File: config.mk
export PLATFORM = sky130hd
export DESIGN_NAME = rdip_way_unit
export DESIGN_NICKNAME = d
export VERILOG_FILES = /design/src/rdip_pkg.sv /design/src/rdip_way_unit.sv
export SDC_FILE = /design/constraint.sdc
export NUM_CORES = 1
export LEC_CHECK = 0
export BUFFER_PORTS_ARGS = -buffer_cell sky130_fd_sc_hd__buf_2
export CORE_AREA = 4 4 41 43
export CTS_CLUSTER_DIAMETER = 200
export DETAILED_ROUTE_END_ITERATION = 7
export DIE_AREA = 0 0 45 47
export GPL_TIMING_DRIVEN = 1
export PLACE_DENSITY = 0.67
export SETUP_SLACK_MARGIN = 0.1
export SLEW_MARGIN = 20
export SYNTH_ARGS = -nofsm -noshare
export SYNTH_HDL_FRONTEND = slang
export SYNTH_SLANG_ARGS = --single-unit
File: constraint.sdc
create_clock -name i_clk -period 2.3 [get_ports i_clk]
set_input_delay 0.69 -clock i_clk [delete_from_list [all_inputs] [get_ports i_clk]]
set_output_delay 0.69 -clock i_clk [all_outputs]
set_load 0.01 [all_outputs]
File: src/rdip_pkg.sv
// ----------------------------------------------------------------------------
// rdip_pkg
// shared types and constants for the rrip replacement unit with dip set dueling
// ----------------------------------------------------------------------------
`default_nettype none

package rdip_pkg;

    // geometry (NUM_SETS is a power of two, set index reduced by its low bits)
    localparam int NUM_SETS     = 2048;
    localparam int NUM_WAYS     = 16;
    localparam int LEADER_COUNT = 64;
    localparam int HALF_SETS    = NUM_SETS / 2;

    localparam int SET_W   = $clog2(NUM_SETS);
    localparam int ROW_W   = 2 * NUM_WAYS;
    localparam int WAY_W   = 4;
    localparam int WAYCT_W = WAY_W + 1;
    localparam int RR_W    = 2;
    localparam int SEL_W   = 10;

    localparam logic [SEL_W-1:0] SEL_RESET  = 10'd512;
    localparam logic [SEL_W-1:0] SEL_MAX    = 10'd1023;
    localparam logic [RR_W-1:0]  RR_DISTANT = 2'd3;
    localparam logic [RR_W-1:0]  RR_NEAR    = 2'd2;

    // item kinds
    localparam logic [1:0] KIND_VICTIM = 2'd0;
    localparam logic [1:0] KIND_HIT    = 2'd1;
    localparam logic [1:0] KIND_FILL   = 2'd2;

    typedef struct packed {
        logic [1:0]  kind;
        logic [10:0] set_index;
        logic [3:0]  way_index;
        logic [15:0] valid_mask;
        logic [4:0]  random_draw;
    } t_in_item;

    typedef struct packed {
        logic [3:0]  victim_way;
        logic [9:0]  selector_now;
    } t_out_item;

    // control from the sequencer to the way scan unit
    typedef struct packed {
        logic clear;
        logic step;
    } t_scan_ctl;

    // results of the way scan
    typedef struct packed {
        logic             inv_found;
        logic [WAY_W-1:0] inv_way;
        logic [RR_W-1:0]  max_rr;
        logic [WAY_W-1:0] max_way;
    } t_scan_res;

endpackage

`default_nettype wire

File: src/rdip_way_unit.sv
// ----------------------------------------------------------------------------
// rdip_way_unit
// shared compare unit, looks at one way per step: tracks the lowest invalid
// way and the lowest way holding the largest re-reference value
// ----------------------------------------------------------------------------
`default_nettype none

module rdip_way_unit (
    input  wire logic                           i_clk,
    input  wire rdip_pkg::t_scan_ctl            i_ctl,
    input  wire logic [rdip_pkg::WAY_W-1:0]     i_way,
    input  wire logic [rdip_pkg::RR_W-1:0]      i_rr,
    input  wire logic                           i_valid_bit,
    output rdip_pkg::t_scan_res                 o_res
);

    rdip_pkg::t_scan_res r_res;

    // one way per step, strictly greater keeps the lowest way of the maximum
    always_ff @(posedge i_clk) begin
        if (i_ctl.clear) begin
            r_res.inv_found <= 1'b0;
            r_res.inv_way   <= '0;
            r_res.max_rr    <= '0;
            r_res.max_way   <= '0;
        end else if (i_ctl.step) begin
            if (!r_res.inv_found && !i_valid_bit) begin
                r_res.inv_found <= 1'b1;
                r_res.inv_way   <= i_way;
            end
            if (i_rr > r_res.max_rr) begin
                r_res.max_rr  <= i_rr;
                r_res.max_way <= i_way;
            end
        end
    end

    assign o_res = r_res;

endmodule

`default_nettype wire

==> results.json, run 1 <==
{
  "status": "finished, final reports clean",
  "setup.worst_path.class": "in2reg",
  "drv_cap": 0,
  "syn_area_per_cell_sq_um": 10.2,
  "power_density_nw_per_um2": 650,
  "final_layout_size_suffix_gt1_share_pct": 33.3,
  "maxSlewViolCount": 0,
  "grt_pass1_wl_mm": 1.46,
  "synthesis.area_sq_um": 509,
  "hold_violations": 0,
  "fin_hold_ws_ns": 0.477,
  "min_path_cells": 2,
  "synth_ff_type": "dfxtp_1",
  "yosysWarningCount": 0,
  "syn_to_final_growth_pct": 25.6,
  "p_sw_share_pct": 25.5,
  "vias": 394,
  "yosysSeqAreaShare_pct": 43.2,
  "fp.dieH_microns": 47,
  "cp.depth": 5,
  "grt_usage_pct": 9.83,
  "p_comb_share_pct": 18.1,
  "period_needed_ns": 1.55,
  "synth_commonest_cells": "12 x nand2b_1, 11 x dfxtp_1, 10 x mux2i_1",
  "timing.setup.tns_ns": 0,
  "core_sq_um": 1300,
  "maxClockFrequency_mhz": 643,
  "power.leakage_uw": 0.000316,
  "dp.final_hpwl_microns": 716,
  "ys_top_cells_by_area": "dfxtp_1 43%, mux2i_1 20%, nand2b_1 15%",
  "path_clk_slew_ns": 0.07,
  "place_ws_ns": 0.461,
  "pwr-share-seq_pct": 50.9,
  "grt_overflow": 0,
  "yosysUniqueCellTypes": 13,
  "numPortBuffers": 20,
  "ys_async_sr_fraction_pct": 0,
  "postCtsSetupBuffers": 0,
  "ios": 21,
  "ctsResizeCount": 0,
  "crit_family": "compound AO/OA/AOI/OAI gates",
  "grt_max_degree": 18,
  "cp.required_ns": 2.49,
  "final_cell_area_sq_um": 639,
  "fin_util_pct": 49.1,
  "synthCells": 50,
  "clock_sinks": 11,
  "synth_seq_cells": 11,
  "layout_setup_ws_ns": 0.745,
  "synth_edf_count": 0,
  "end_kind": "flip-flop",
  "root_buffer": "clkbuf_4",
  "drtIter0Drc": 0,
  "cp_slowest_cell": "o211a_1",
  "ant_nets": 0,
  "crit_arrival_ns": 1.75,
  "crit_chain": "buf_2 -> ha_1 -> nor2b_1 -> o211a_1 -> mux2i_1",
  "rows": 13,
  "finalCritPeriodShare_pct": 67.6,
  "path_max_fanout": 6,
  "clk_latency_ns": 0.26,
  "remaining_drc_errors": 0,
  "fin_skew_ns": 0.000790,
  "num-fill-cells": 142,
  "ff2ff_path_depth": 5,
  "first_pass_iters": 1,
  "wire_per_inst_microns": 10.3,
  "worst_pin_slew_ns": 0.334,
  "via_per_inst": 4.53,
  "postCtsHoldBufs": 0,
  "antenna_found_initial": 0,
  "worst_setup_path_start_kind": "input pin",
  "cpPeakStageDelay_ns": 0.32,
  "worst-path-buf-inv": 1,
  "slew_headroom_pct": 77.7,
  "grt_pass1_vias": 356,
  "clk_path_buf_depth": 2,
  "place_area_sq_um": 613,
  "layout.nets": 85,
  "cts_made_buffers": 3,
  "ir_drop_uv": 270,
  "largest_reg_flops": 11,
  "cts_tree": "yes",
  "switchingPower_uw": 106,
  "rsz0062_at_grt": "no",
  "yosysTopAreaCell": "dfxtp_1",
  "setup_viol": 0,
  "cts.htree.levels": 1,
  "min_path_type": "reg2reg",
  "synth.most_common_cell": "nand2b_1",
  "start_util_pct": 39.1,
  "die_area_sq_um": 2120,
  "yosys.area.top_type_share_pct": 43.2,
  "synth_nets": 62,
  "internal_power_uw": 310,
  "clkPwrFrac_pct": 31.0,
  "die_x_microns": 45,
  "wirelength_microns": 900,
  "place_congestion": 0.620,
  "diodes": 0
}
-- layout by cell type (no fill, tap or decap) --
| cell type | instances |
|---|---|
| nor3b_4 | 1 |
| buf_2 | 20 |
| inv_1 | 3 |
| o211a_1 | 1 |
| mux2i_1 | 10 |
| clkbuf_1 | 1 |
| nor2_1 | 5 |
| nor2b_1 | 1 |
| nand2_1 | 1 |
| clkbuf_4 | 3 |
| ha_1 | 2 |
| nand2b_1 | 12 |
| a21oi_1 | 1 |
| dfxtp_1 | 11 |
-- worst reg2reg max path: stages, from the launching register on --
cell and delay, ns:
dfxtp_1 0.36, inv_1 0.05, ha_1 0.27, nor2b_1 0.12, o211a_1 0.32, mux2i_1 0.23
-- through the flow --
stage,power [uW],cells
after CTS,425,87
after global placement,292,83
final,415,87
after detailed placement,293,83
after global routing,443,87
after floorplan,268,50
-- area by class of cell --
cell class	count	area, sq um	share of cell area [%]
well taps	15	18.8	2.94
flip-flops and latches	11	220	34.4
clock buffers	4	26.3	4.11
inverters	3	11.3	1.76
multi-input cells	34	263	41.1
repair buffers	20	100	15.7
-- power by group through the flow --
stage	Sequential [uW]	Clock (uW)	Combinational, uW
floorplan	222	0	45.3
finish	212	129	75.3
global route	213	145	85.3
CTS	212	136	77.4
global placement	216	0	76.0
detailed placement	216	0	77.0
-- cells by family after synthesis --
kind of cell               count (synthesis)  synth area share, %
and+or+nand+nor                           20                 24.1
DFF                                       11                 43.2
muxes                                     10                 19.7
buffers and inverters                      5                 5.16
AOI/OAI and AO/OA                          2                 2.95
adders and majority gates                  2                 4.91
-- worst paths after layout --
kind	start	to	slack, ns
setup reg to reg	o_res[5]$_SDFFE_PP0P_	o_res[0]$_SDFFE_PP0P_	0.87
hold / removal	o_res[2]$_SDFFE_PP0P_	o_res[2]$_SDFFE_PP0P_	0.48
hold reg to reg	o_res[2]$_SDFFE_PP0P_	o_res[2]$_SDFFE_PP0P_	0.48
setup / recovery	i_rr[1]	o_res[0]$_SDFFE_PP0P_	0.75
-- routing by layer --
metal,track usage (%),wire (microns)
met3,2.30,79
met4,8.77,6
met5,0,0
met1,12.4,413
met2,13.8,400
Note: power is estimated with default switching activity, not from simulation.
==> inputs of run 2 (changes only) <==
==> constraint.sdc (replaced) <==
create_clock -name i_clk -period 1.55 [get_ports i_clk]
set_input_delay 0.465 -clock i_clk [delete_from_list [all_inputs] [get_ports i_clk]]
set_output_delay 0.465 -clock i_clk [all_outputs]
set_load 0.01 [all_outputs]
==> run 2 against run 1 <==
- sequential share of layout area down 0.79 points
- critical path type is now reg2reg
- largest power group unchanged
- design area increased by 2.3%
- routed wire length increased by 1.3%
- via count rose by 2.8%
- hold slack worse by 0.027 ns
- register-to-register slack worse by 0.65 ns
- largest cell class unchanged
==> results.json, run 2 (synthesis gave the netlist of run 1 again) <==
{
  "wire_per_inst_microns": 10.4,
  "grt_pass1_vias": 380,
  "grt_pass1_wl_mm": 1.46,
  "status": "finished, final reports clean",
  "min_path_type": "in2reg",
  "internal_power_uw": 464,
  "cp.required_ns": 1.75,
  "crit_arrival_ns": 1.53,
  "first_pass_iters": 1,
  "start_util_pct": 39.1,
  "final_cells": 88,
  "power.total_uw": 629,
  "layout.nets": 86,
  "maxSlewViolCount": 0,
  "path_max_fanout": 6,
  "root_buffer": "clkbuf_4",
  "p_sw_share_pct": 26.1,
  "r2r-end": "o_res[3]$_SDFFE_PP0P_",
  "syn_to_final_growth_pct": 28.5,
  "vias": 405,
  "layout_setup_ws_ns": 0.218,
  "final_cell_area_sq_um": 654,
  "mostFrequentLayoutCells": "20 x buf_2, 12 x nand2b_1, 11 x dfxtp_1, 10 x mux2i_1, 5 x nor2_1",
  "hold_path_end": "o_res[7]$_SDFFE_PP0P_",
  "fp.dieH_microns": 47,
  "switchingPower_uw": 164,
  "p_comb_share_pct": 19.1,
  "ant_nets": 0,
  "layout_commonest_cell": "buf_2",
  "ir_drop_uv": 381,
  "path_clk_slew_ns": 0.07,
  "diodes": 0,
  "worstHoldStart": "i_way[1]",
  "clk_path_buf_depth": 2,
  "remaining_drc_errors": 0,
  "worst_pin_slew_ns": 0.325,
  "maxClockFrequency_mhz": 750,
  "grt_max_degree": 18,
  "largest_reg_flops": 11,
  "dp.cells": 84,
  "postCtsSetupBuffers": 0,
  "end_kind": "flip-flop",
  "final_layout_size_suffix_gt1_share_pct": 35.6,
  "place_congestion": 0.615,
  "min_path_cells": 3,
  "period_needed_ns": 1.33,
  "fin_skew_ns": 0.000919,
  "place_ws_ns": -0.0748,
  "core_sq_um": 1300,
  "rsz0062_at_grt": "no",
  "finalCritPeriodShare_pct": 86.0,
  "grt_usage_pct": 9.83,
  "ios": 21,
  "reg2reg_from": "o_res[5]$_SDFFE_PP0P_",
  "rrSetupSlack_ns": 0.22,
  "ff2ff_path_depth": 5,
  "wirelength_microns": 912,
  "slew_headroom_pct": 78.3,
  "clkPwrFrac_pct": 31.0,
  "die_area_sq_um": 2120,
  "cts_tree": "yes",
  "via_per_inst": 4.60,
  "drv_cap": 0,
  "place_area_sq_um": 621,
  "clock_sinks": 11,
  "antenna_found_initial": 0,
  "drtIter0Drc": 0,
  "power.leakage_uw": 0.000316,
  "timing.setup.tns_ns": 0,
  "setup_viol": 0,
  "clk_latency_ns": 0.26,
  "power_density_nw_per_um2": 961,
  "setup.worst_path.class": "reg2reg",
  "worst_setup_path_start_kind": "flip-flop",
  "dp.final_hpwl_microns": 737,
  "cts_made_buffers": 3,
  "grt_overflow": 0,
  "hold_violations": 0,
  "critPathLaunch": "o_res[5]$_SDFFE_PP0P_",
  "pwr-share-seq_pct": 49.9,
  "numPortBuffers": 20,
  "rows": 13,
  "die_x_microns": 45,
  "cts.htree.levels": 1
}
## run 2: cell count changes in the layout (fill, tap and decap cells not counted), sizes merged
cell and delta:
buf +1
## run 2: critical path, cell delays in order, from the launching register on
cell     delay [ns]
dfxtp_1        0.35
inv_1          0.05
ha_1           0.28
nor2b_1        0.16
o211a_4        0.24
mux2i_1        0.19
## run 2: power by group through the flow
| stage | Sequential (uW) | Combinational [uW] | Clock (uW) |
|---|---|---|---|
| floorplan | 330 | 67.2 | 0 |
| global placement | 321 | 114 | 0 |
| detailed placement | 321 | 116 | 0 |
| CTS | 314 | 117 | 203 |
| global route | 316 | 134 | 211 |
| finish | 314 | 120 | 195 |
## run 2: cell type report
| type | count | area [sq um] |
|---|---|---|
| Fill cell | 137 | 647 |
| Multi-Input combinational cell | 34 | 270 |
| Sequential cell | 11 | 220 |
| Timing Repair Buffer | 21 | 108 |
| Clock buffer | 4 | 26.3 |
| Tap cell | 15 | 18.8 |
| Inverter | 3 | 11.3 |
## run 2: repair_timing
action / in CTS / in global routing
hold buffers: 0 / 0
setup endpoints to repair: 0 / 6
gates resized for setup: 0 / 2
endpoints found under the hold margin: 0 / 0
## run 2: stage by stage
step,utilization (%),hold WS [ns]
6_report,50.3,0.450
5_1_grt,50.3,0.473
4_1_cts,49.7,0.445
3_5_place_dp,47.7,0.462
3_3_place_gp,47.7,0.466
2_1_floorplan,-,0.492
## run 2: routing by layer
| layer | routed length (microns) | GRT usage [%] |
|---|---|---|
| met1 | 401 | 11.5 |
| met2 | 434 | 15.0 |
| met3 | 71 | 2.30 |
| met4 | 4 | 8.77 |
| met5 | 0 | 0 |
## run 2: how the worst max path moves through the flow
stage	endpoint	slack, ns	depth (start not counted)
3_5_place_dp	o_res[1]$_SDFFE_PP0P_	-0.07	5
6_report	o_res[3]$_SDFFE_PP0P_	0.22	5
4_1_cts	o_res[3]$_SDFFE_PP0P_	0.10	5
2_1_floorplan	o_res[0]$_SDFFE_PP0P_	0.13	5
5_1_grt	o_res[0]$_SDFFE_PP0P_	0.12	5
3_3_place_gp	o_res[0]$_SDFFE_PP0P_	-0.05	5
==> inputs of run 3 (changes only) <==
==> constraint.sdc (replaced) <==
create_clock -name i_clk -period 1.5 [get_ports i_clk]
set_input_delay 0.45 -clock i_clk [delete_from_list [all_inputs] [get_ports i_clk]]
set_output_delay 0.45 -clock i_clk [all_outputs]
set_load 0.01 [all_outputs]
==> run 3 against run 2 <==
- die area is the same
- core utilization is 0.58 points higher
- sequential power rose by 3%
- register-to-register slack hardly changed
- critical endpoint is now o_res[4]$_SDFFE_PP0P_
- sequential share of layout area decreased by 0.38 points
- clock skew barely moved
- clock power about the same
- sequential cell count stayed put
- worst setup slack worse by 0.0031 ns
- non-clock buffer count down 1
- combinational power is 6% higher
- fmax rose by 3.6%
==> results.json, run 3 (synthesis gave the netlist of run 1 again) <==
{
  "grt_pass1_vias": 418,
  "finalCritPeriodShare_pct": 85.7,
  "hold_violations": 0,
  "die_x_microns": 45,
  "pwr-share-seq_pct": 49.9,
  "final_cells": 87,
  "min_path_type": "in2reg",
  "fin_util_pct": 50.9,
  "drv_cap": 0,
  "clkPwrFrac_pct": 30.4,
  "vias": 402,
  "maxClockFrequency_mhz": 778,
  "numPortBuffers": 20,
  "place_area_sq_um": 626,
  "rrSetupSlack_ns": 0.21,
  "reg2reg_from": "o_res[5]$_SDFFE_PP0P_",
  "layout_commonest_cell": "buf_2",
  "grt_overflow": 0,
  "slew_headroom_pct": 77.7,
  "power.leakage_uw": 0.000313,
  "mostFrequentLayoutCells": "20 x buf_2, 12 x nand2b_1, 11 x dfxtp_1, 10 x mux2i_1, 5 x nor2_1",
  "min_path_cells": 3,
  "first_pass_iters": 2,
  "place_ws_ns": -0.0930,
  "place_congestion": 0.662,
  "crit_arrival_ns": 1.48,
  "r2r-end": "o_res[4]$_SDFFE_PP0P_",
  "internal_power_uw": 482,
  "layout.nets": 85,
  "switchingPower_uw": 166,
  "syn_to_final_growth_pct": 30.0,
  "dp.cells": 83,
  "cts_tree": "yes",
  "drtIter0Drc": 1,
  "timing.setup.tns_ns": 0,
  "rows": 13,
  "status": "finished, final reports clean",
  "cts.htree.levels": 1,
  "worstHoldStart": "i_way[2]",
  "wirelength_microns": 890,
  "clock_sinks": 11,
  "setup.worst_path.class": "reg2reg",
  "p_sw_share_pct": 25.6,
  "period_needed_ns": 1.29,
  "fp.dieH_microns": 47,
  "ff2ff_path_depth": 5,
  "antenna_found_initial": 0,
  "p_comb_share_pct": 19.7,
  "largest_reg_flops": 11,
  "core_sq_um": 1300,
  "num-fill-cells": 136,
  "hold_path_end": "o_res[8]$_SDFFE_PP0P_",
  "path_clk_slew_ns": 0.07,
  "final_cell_area_sq_um": 662,
  "ant_nets": 0,
  "rsz0062_at_grt": "no",
  "postCtsSetupBuffers": 0,
  "remaining_drc_errors": 0,
  "start_util_pct": 39.1,
  "worst_setup_path_start_kind": "flip-flop",
  "cts_made_buffers": 3,
  "dp.final_hpwl_microns": 707,
  "final_layout_size_suffix_gt1_share_pct": 37.5,
  "ir_drop_uv": 552,
  "cp.required_ns": 1.70,
  "end_kind": "flip-flop",
  "worst_pin_slew_ns": 0.334,
  "fin_skew_ns": 0.00100,
  "die_area_sq_um": 2120,
  "diodes": 0,
  "setup_viol": 0,
  "root_buffer": "clkbuf_4",
  "ios": 21,
  "power_density_nw_per_um2": 980,
  "grt_max_degree": 18,
  "wire_per_inst_microns": 10.2,
  "maxSlewViolCount": 0,
  "clk_latency_ns": 0.26,
  "path_max_fanout": 6,
  "grt_pass1_wl_mm": 1.68,
  "postCtsHoldBufs": 0,
  "layout_setup_ws_ns": 0.214,
  "via_per_inst": 4.62,
  "clk_path_buf_depth": 2,
  "grt_usage_pct": 11.0
}
## run 3: changes by cell type in the layout (fill, tap and decap cells not counted), sizes merged
cell,delta
buf,-1
## run 3: worst max-delay path by stage
| stage | from | endpoint | slack, ns | depth (start not counted) |
|---|---|---|---|---|
| after floorplan | i_rr[1] | o_res[0]$_SDFFE_PP0P_ | 0.15 | 5 |
| after global placement | i_rr[1] | o_res[3]$_SDFFE_PP0P_ | -0.09 | 5 |
| after detailed placement | i_rr[1] | o_res[3]$_SDFFE_PP0P_ | -0.09 | 5 |
| after CTS | o_res[5]$_SDFFE_PP0P_ | o_res[3]$_SDFFE_PP0P_ | 0.11 | 5 |
| after global routing | o_res[5]$_SDFFE_PP0P_ | o_res[1]$_SDFFE_PP0P_ | 0.11 | 5 |
| final | o_res[5]$_SDFFE_PP0P_ | o_res[4]$_SDFFE_PP0P_ | 0.21 | 5 |
## run 3: layer usage
layer | track usage [%] | vias to the layer above | wire length (microns)
met5 | 0 | - | 0
met4 | 5.26 | 0 | 15
met3 | 3.45 | 2 | 62
met2 | 18.6 | 15 | 414
met1 | 12.7 | 179 | 397
li1 | - | 206 | -
## run 3: repair_timing
action,CTS,global route
pin swaps,0,1
resized for setup,1,2
setup endpoints to repair,6,6
## run 3: area by class of cell
class,count,area (sq um),share of cell area (%)
Multi-Input combinational cell,34,285,43.1
Inverter,3,11.3,1.70
Clock buffer,4,26.3,3.97
Sequential cell,11,220,33.3
Tap cell,15,18.8,2.84
Timing Repair Buffer,20,100,15.1
## run 3: stage by stage
step	power, uW	hold WS, ns
floorplan	413	0.492
global placement	451	0.465
detailed placement	452	0.466
CTS	656	0.437
global route	695	0.448
finish	649	0.439
## run 3: critical path, stage by stage, from the launching register on
cell     delay, ns
dfxtp_1       0.34
inv_1         0.07
ha_4          0.26
nor2b_2       0.14
o211a_4       0.22
mux2i_1       0.18
## run 3: power by group through the flow
stage / sequential, uW / clock, uW / combinational, uW
6_report: 324 / 197 / 127
5_1_grt: 327 / 226 / 142
3_5_place_dp: 331 / 0 / 122
4_1_cts: 324 / 208 / 123
2_1_floorplan: 341 / 0 / 72.0
3_3_place_gp: 330 / 0 / 120
